`src/design/mhpq_pkg.sv`:
```
// Shared types and constants for the min-heap priority queue.
// No dependencies; used by the controller, datapath, top level and checker.
package mhpq_pkg;

    // Store geometry
    localparam int CAPACITY  = 256;
    localparam int KEY_WIDTH = 32;
    localparam int IDX_W     = $clog2(CAPACITY);
    localparam int CNT_W     = $clog2(CAPACITY + 1);
    localparam int CHD_W     = IDX_W + 2;

    // Action codes
    localparam logic ACT_INSERT = 1'b0;
    localparam logic ACT_REMOVE = 1'b1;

    // Status codes
    localparam logic [1:0] STS_OK    = 2'd0;
    localparam logic [1:0] STS_EMPTY = 2'd1;
    localparam logic [1:0] STS_FULL  = 2'd2;

    // Channel payloads
    typedef struct packed {
        logic        action;
        logic [31:0] key_in;
    } t_in_item;

    typedef struct packed {
        logic [31:0] key_out;
        logic [8:0]  entry_count;
        logic [1:0]  status;
    } t_out_item;

    // Datapath operations issued by the controller
    typedef enum logic [3:0] {
        DP_NOP,
        DP_INS_START,
        DP_INS_FULL,
        DP_REM_EMPTY,
        DP_REM_READ,
        DP_REM_LOAD,
        DP_UP_READ,
        DP_UP_MOVE,
        DP_DOWN_READ,
        DP_DOWN_MOVE,
        DP_PLACE
    } t_dp_op;

    typedef struct packed {
        t_dp_op op;
        logic   load_out;
    } t_dp_cmd;

    // Datapath status seen by the controller
    typedef struct packed {
        logic empty;
        logic full;
        logic at_root;
        logic no_left;
        logic go_up;
        logic stop_down;
    } t_dp_stat;

endpackage

```
`src/design/mhpq_ctrl.sv`:
```
// Controller of the priority queue: sequences insert and remove sifts and
// owns the output valid. Depends on mhpq_pkg.
module mhpq_ctrl (
    input  logic               i_clk,
    input  logic               i_rst_n,
    input  logic               i_in_valid,
    input  logic               i_action,
    input  logic               i_out_stall,
    input  mhpq_pkg::t_dp_stat i_stat,
    output logic               o_in_stall,
    output logic               o_out_valid,
    output mhpq_pkg::t_dp_cmd  o_cmd
);

    typedef enum logic [2:0] {
        S_IDLE,
        S_UP_CHK,
        S_UP_CMP,
        S_REM_LOAD,
        S_DN_CHK,
        S_DN_CMP,
        S_DONE
    } t_state;

    t_state r_state, n_state;
    logic   r_out_valid, n_out_valid;

    // Next state and datapath commands
    always_comb begin
        n_state        = r_state;
        n_out_valid    = r_out_valid && i_out_stall;
        o_cmd.op       = mhpq_pkg::DP_NOP;
        o_cmd.load_out = 1'b0;
        case (r_state)
            S_IDLE: begin
                if (i_in_valid) begin
                    if (i_action == mhpq_pkg::ACT_INSERT) begin
                        if (i_stat.full) begin
                            o_cmd.op = mhpq_pkg::DP_INS_FULL;
                            n_state  = S_DONE;
                        end else begin
                            o_cmd.op = mhpq_pkg::DP_INS_START;
                            n_state  = S_UP_CHK;
                        end
                    end else begin
                        if (i_stat.empty) begin
                            o_cmd.op = mhpq_pkg::DP_REM_EMPTY;
                            n_state  = S_DONE;
                        end else begin
                            o_cmd.op = mhpq_pkg::DP_REM_READ;
                            n_state  = S_REM_LOAD;
                        end
                    end
                end
            end
            // Sift up: read parent, then move it down or drop the key in
            S_UP_CHK: begin
                if (i_stat.at_root) begin
                    o_cmd.op = mhpq_pkg::DP_PLACE;
                    n_state  = S_DONE;
                end else begin
                    o_cmd.op = mhpq_pkg::DP_UP_READ;
                    n_state  = S_UP_CMP;
                end
            end
            S_UP_CMP: begin
                if (i_stat.go_up) begin
                    o_cmd.op = mhpq_pkg::DP_UP_MOVE;
                    n_state  = S_UP_CHK;
                end else begin
                    o_cmd.op = mhpq_pkg::DP_PLACE;
                    n_state  = S_DONE;
                end
            end
            S_REM_LOAD: begin
                o_cmd.op = mhpq_pkg::DP_REM_LOAD;
                n_state  = S_DN_CHK;
            end
            // Sift down: read both children, then move the smaller up
            S_DN_CHK: begin
                if (i_stat.no_left) begin
                    o_cmd.op = mhpq_pkg::DP_PLACE;
                    n_state  = S_DONE;
                end else begin
                    o_cmd.op = mhpq_pkg::DP_DOWN_READ;
                    n_state  = S_DN_CMP;
                end
            end
            S_DN_CMP: begin
                if (i_stat.stop_down) begin
                    o_cmd.op = mhpq_pkg::DP_PLACE;
                    n_state  = S_DONE;
                end else begin
                    o_cmd.op = mhpq_pkg::DP_DOWN_MOVE;
                    n_state  = S_DN_CHK;
                end
            end
            // Hand result to the output register once it is free
            S_DONE: begin
                if (!r_out_valid || !i_out_stall) begin
                    o_cmd.load_out = 1'b1;
                    n_out_valid    = 1'b1;
                    n_state        = S_IDLE;
                end
            end
            default: begin
                n_state = S_IDLE;
            end
        endcase
    end

    // State and registered outputs
    always_ff @(posedge i_clk) begin
        if (!i_rst_n) begin
            r_state     <= S_IDLE;
            r_out_valid <= 1'b0;
        end else begin
            r_state     <= n_state;
            r_out_valid <= n_out_valid;
        end
    end

    assign o_in_stall  = (r_state != S_IDLE);
    assign o_out_valid = r_out_valid;

endmodule

```
`config.mk`:
```
export PLATFORM = sky130hd
export DESIGN_NAME = mhpq_ctrl
export DESIGN_NICKNAME = d
export VERILOG_FILES = /design/src/design/mhpq_pkg.sv /design/src/design/mhpq_ctrl.sv
export SDC_FILE = /design/constraint.sdc
export NUM_CORES = 1
export LEC_CHECK = 0
export BUFFER_PORTS_ARGS = -buffer_cell sky130_fd_sc_hd__buf_2
export CAP_MARGIN = 20
export CORE_AREA = 4 4 41 43
export CTS_BUF_LIST = sky130_fd_sc_hd__clkbuf_16
export DETAILED_ROUTE_END_ITERATION = 10
export DIE_AREA = 0 0 45 47
export PLACE_DENSITY = 0.68
export SLEW_MARGIN = 20
export SYNTH_ARGS = -nofsm -noshare
export SYNTH_HDL_FRONTEND = slang
export SYNTH_SLANG_ARGS = --single-unit
```
`constraint.sdc`:
```
create_clock -name i_clk -period 1.2 [get_ports i_clk]
set_input_delay 0.18 -clock i_clk [delete_from_list [all_inputs] [get_ports i_clk]]
set_output_delay 0.18 -clock i_clk [all_outputs]
set_load 0.05 [all_outputs]
```
==> report_table.html <==
<table>
<tr><th>Metric</th><th>Value</th></tr>
<tr><th colspan="2">STA</th></tr>
<tr><td>Sum Neg Setup Slack</td><td>-1.29 ns</td></tr>
<tr><td>Min setup slack post-route</td><td>-0.229 ns</td></tr>
<tr><td>Part of the cycle the worst path needs</td><td>1.19</td></tr>
<tr><td>Final hold viol count</td><td>0</td></tr>
<tr><td>RSZ-0062 raised after global routing</td><td>yes</td></tr>
<tr><td>Skew final</td><td>0.00290 ns</td></tr>
<tr><td>Slew Limit Fails</td><td>0</td></tr>
<tr><td>Worst hold slack</td><td>0.232 ns</td></tr>
<tr><td>Maximum operating frequency</td><td>700 MHz</td></tr>
<tr><td>Setup-violating endpoint count in the final report</td><td>8</td></tr>
<tr><td>Final critical delay including setup and external delays</td><td>1.43 ns</td></tr>
<tr><td>Slew at the pin with the worst max-slew slack</td><td>0.335 ns</td></tr>
<tr><td>Max-Slew Margin vs Limit</td><td>0.776</td></tr>
<tr><th colspan="2">Synthesis</th></tr>
<tr><td>Portion of the post-synthesis area used by sequential elements</td><td>0.201</td></tr>
<tr><td>Avg Cell Area, Syn</td><td>7.65 µm²</td></tr>
<tr><td>Syn Inst Count</td><td>52</td></tr>
<tr><td>Post-synthesis cell area</td><td>398 µm²</td></tr>
<tr><td>Main area contributors after synthesis</td><td>dfxtp_1 20%, nand2b_1 6.3%, nor3_1 6.3%</td></tr>
<tr><td>Library cells used by synthesis</td><td>28</td></tr>
<tr><td>Net count after synthesis</td><td>63</td></tr>
<tr><td>Portion of synthesized cell area occupied by the leading cell type</td><td>0.201</td></tr>
<tr><td>Top cell type by total area after synthesis</td><td>dfxtp_1</td></tr>
<tr><td>Warnings from Yosys</td><td>0</td></tr>
<tr><td>Register bit count reported by yosys</td><td>4</td></tr>
<tr><th colspan="2">Power and ir drop</th></tr>
<tr><td>Share of total power in the clock network</td><td>0.215</td></tr>
<tr><td>Standby leakage power</td><td>0.000397 µW</td></tr>
<tr><td>P_sw</td><td>1050 µW</td></tr>
<tr><td>Worst ir drop on vdd</td><td>0.00137 V</td></tr>
<tr><td>Overall power of the completed layout</td><td>2430 µW</td></tr>
<tr><td>Combinational fraction of design power</td><td>0.650</td></tr>
<tr><td>Cell-internal power</td><td>1380 µW</td></tr>
<tr><td>Power per unit of standard cell area</td><td>2630 nW/µm²</td></tr>
<tr><td>Net switching share of the total power</td><td>0.434</td></tr>
<tr><td>Sequential fraction of design power</td><td>0.135</td></tr>
<tr><th colspan="2">Global route</th></tr>
<tr><td>Global-route wire length before repair</td><td>2530 µm</td></tr>
<tr><td>Via count of the first global-routing pass</td><td>587</td></tr>
<tr><td>Final global-route overflow total</td><td>0</td></tr>
<tr><td>Initial antenna violation count</td><td>0</td></tr>
<tr><td>Overall routing resource usage</td><td>0.162</td></tr>
<tr><td>Pin count of the biggest net entering global routing</td><td>13</td></tr>
<tr><th colspan="2">Route</th></tr>
<tr><td>Final routed wire length divided by cell count</td><td>14.8 µm</td></tr>
<tr><td>Remaining antenna violation count</td><td>0</td></tr>
<tr><td>Iteration-0 DRC Markers</td><td>3</td></tr>
<tr><td>Via count</td><td>557</td></tr>
<tr><td>Drt pass-1 iters</td><td>4</td></tr>
<tr><td>Total wirelength of the detailed-routed design</td><td>1530 µm</td></tr>
<tr><td>Via density per instance</td><td>5.41</td></tr>
<tr><td>DRC viols</td><td>0</td></tr>
<tr><th colspan="2">Status</th></tr>
<tr><td>Outcome</td><td>finished, violations left</td></tr>
<tr><td>Failing checks</td><td>setup timing</td></tr>
<tr><th colspan="2">Final layout</th></tr>
<tr><td>Fillers</td><td>111</td></tr>
<tr><td>Antenna diode count</td><td>0</td></tr>
<tr><td>Commonest non-fill, non-tap cell in the layout</td><td>buf_4</td></tr>
<tr><td>Share of layout cells above drive strength 1</td><td>0.716</td></tr>
<tr><td>Highest-count cells in the layout ignoring fill and taps</td><td>13 x buf_4, 12 x buf_6, 11 x buf_2</td></tr>
<tr><td># nets final</td><td>100</td></tr>
<tr><td>Growth of design area from synthesis to finish</td><td>133%</td></tr>
<tr><th colspan="2">Place</th></tr>
<tr><td>Final GP Congestion</td><td>0.760</td></tr>
<tr><td>Worst-case setup slack after placement</td><td>-0.175 ns</td></tr>
<tr><td>Count of buffers from port buffering</td><td>17</td></tr>
<tr><td>Detailed placer's ending HPWL</td><td>1010 µm</td></tr>
<tr><th colspan="2">Clock network</th></tr>
<tr><td>CTS Buffer Depth</td><td>2</td></tr>
<tr><td>Num CTS Buffers</td><td>3</td></tr>
<tr><td>Clock-pin slew reported for the worst setup and hold paths after clock tree synthesis</td><td>0.03 ns</td></tr>
<tr><td>Clk Latency, worst-skew pair</td><td>0.22 ns</td></tr>
<tr><td>Number of clock sinks</td><td>4</td></tr>
<tr><td>Clock tree from TritonCTS</td><td>built</td></tr>
<tr><td>Clock root buffer master</td><td>clkbuf_16</td></tr>
<tr><td>Hold-fix buffer count after cts</td><td>0</td></tr>
<tr><td>H-tree Lvls</td><td>1</td></tr>
<tr><th colspan="2">Die</th></tr>
<tr><td>Top Ports</td><td>18</td></tr>
<tr><td>Die footprint</td><td>2120 µm²</td></tr>
<tr><td>Number of rows created at floorplan</td><td>13</td></tr>
<tr><td>Floorplan die width</td><td>45 µm</td></tr>
<tr><td>Die Ht</td><td>47 µm</td></tr>
<tr><td>Area of the core</td><td>1300 µm²</td></tr>
<tr><td>Initial core utilization</td><td>0.306</td></tr>
<tr><th colspan="2">Critical path</th></tr>
<tr><td>Setup Crit Path Kind</td><td>register to output pin</td></tr>
<tr><td>Critical path startpoint category</td><td>register</td></tr>
<tr><td>Critical Path RT</td><td>1.02 ns</td></tr>
<tr><td>CP endpoint kind</td><td>output pin</td></tr>
<tr><td>Largest fanout on the critical path</td><td>12</td></tr>
<tr><td>Arr. time, crit path</td><td>1.25 ns</td></tr>
<tr><th colspan="2">Flow run</th></tr>
<tr><td>Number of max-cap violations</td><td>0</td></tr>
<tr><th colspan="2">Worst hold path</th></tr>
<tr><td>Path category of the worst min-delay check</td><td>input port to register</td></tr>
</table>
area by class of cell:
class,count,area (µm²),area share
Sequential cell,4,92.6,0.100
Inverter,3,11.3,0.0122
Clock buffer,3,75.1,0.0811
Tap cell,15,18.8,0.0203
Timing Repair Buffer,36,288,0.311
Multi-Input combinational cell,41,437,0.472
Clock inverter,1,3.75,0.00405
metal layers:
| layer | wire, µm | vias to the layer above | track usage |
|---|---|---|---|
| met1 | 680 | 263 | 0.194 |
| met5 | 0 | - | 0 |
| met3 | 85 | 2 | 0.0383 |
| li1 | - | 274 | - |
| met2 | 745 | 18 | 0.285 |
| met4 | 13 | 0 | 0.0526 |
cells by family (layout without fill, tap and decap cells):
| logic type | count (synthesis) | count (layout) | synth area share |
|---|---|---|---|
| DFF | 4 | 4 | 0.201 |
| AOI/OAI and AO/OA | 19 | 19 | 0.355 |
| buffers and inverters | 7 | 43 | 0.0849 |
| and+or+nand+nor | 20 | 20 | 0.296 |
| muxes | 2 | 2 | 0.0629 |
Yosys cell counts, drive strengths merged:
library cell / instances
and2: 1
a21boi: 3
nand2: 2
inv: 3
o211ai: 1
nand2b: 4
a21o: 1
o21ai: 1
o221ai: 1
nand3b: 2
nand3: 1
dfxtp: 4
a311oi: 1
a21oi: 4
a2111oi: 1
o32ai: 2
nor3b: 1
o211a: 1
mux2i: 1
o31ai: 1
nor2: 3
nor3: 5
mux2: 1
a31oi: 1
nor4b: 1
a41o: 1
buf: 4
worst max-delay path, cell delays in order (launching register included):
cell,delay (ns)
dfxtp_4,0.39
o21ai_4,0.17
a21oi_1,0.08
a41o_2,0.23
buf_6,0.15
registers in the layout, indices dropped and copies added, names as in the netlist:
signal and flops:
o_out_valid 1, r_state 3
stage by stage:
step	util	std cells	cell area, µm²
floorplan	-	52	523
global placement	0.528	95	687
detailed placement	0.528	95	687
CTS	0.688	103	895
global route	0.712	103	926
finish	0.712	103	926
worst paths after layout:
check	from	endpoint	slack [ns]	cells after the start
setup reg to reg	r_state[2]	r_state[1]	-0.09	5
setup / recovery	r_state[0]	o_cmd[3]	-0.23	4
hold / removal	i_rst_n	o_out_valid	0.23	2
hold reg to reg	o_out_valid	o_out_valid	0.56	2
power by group through the flow:
| stage | registers (µW) | clock network [µW] | logic [µW] |
|---|---|---|---|
| floorplan | 234 | 0 | 983 |
| global placement | 286 | 0 | 1190 |
| detailed placement | 288 | 0 | 1200 |
| CTS | 315 | 529 | 1520 |
| global route | 339 | 542 | 1670 |
| finish | 328 | 523 | 1580 |
repair_timing:
action,in CTS,in global routing
setup endpoints to repair,9,9
pin swaps,7,4
resized for setup,29,7
buffers inserted,4,0
cloned,0,0
Note: power is estimated with default switching activity, not from simulation.
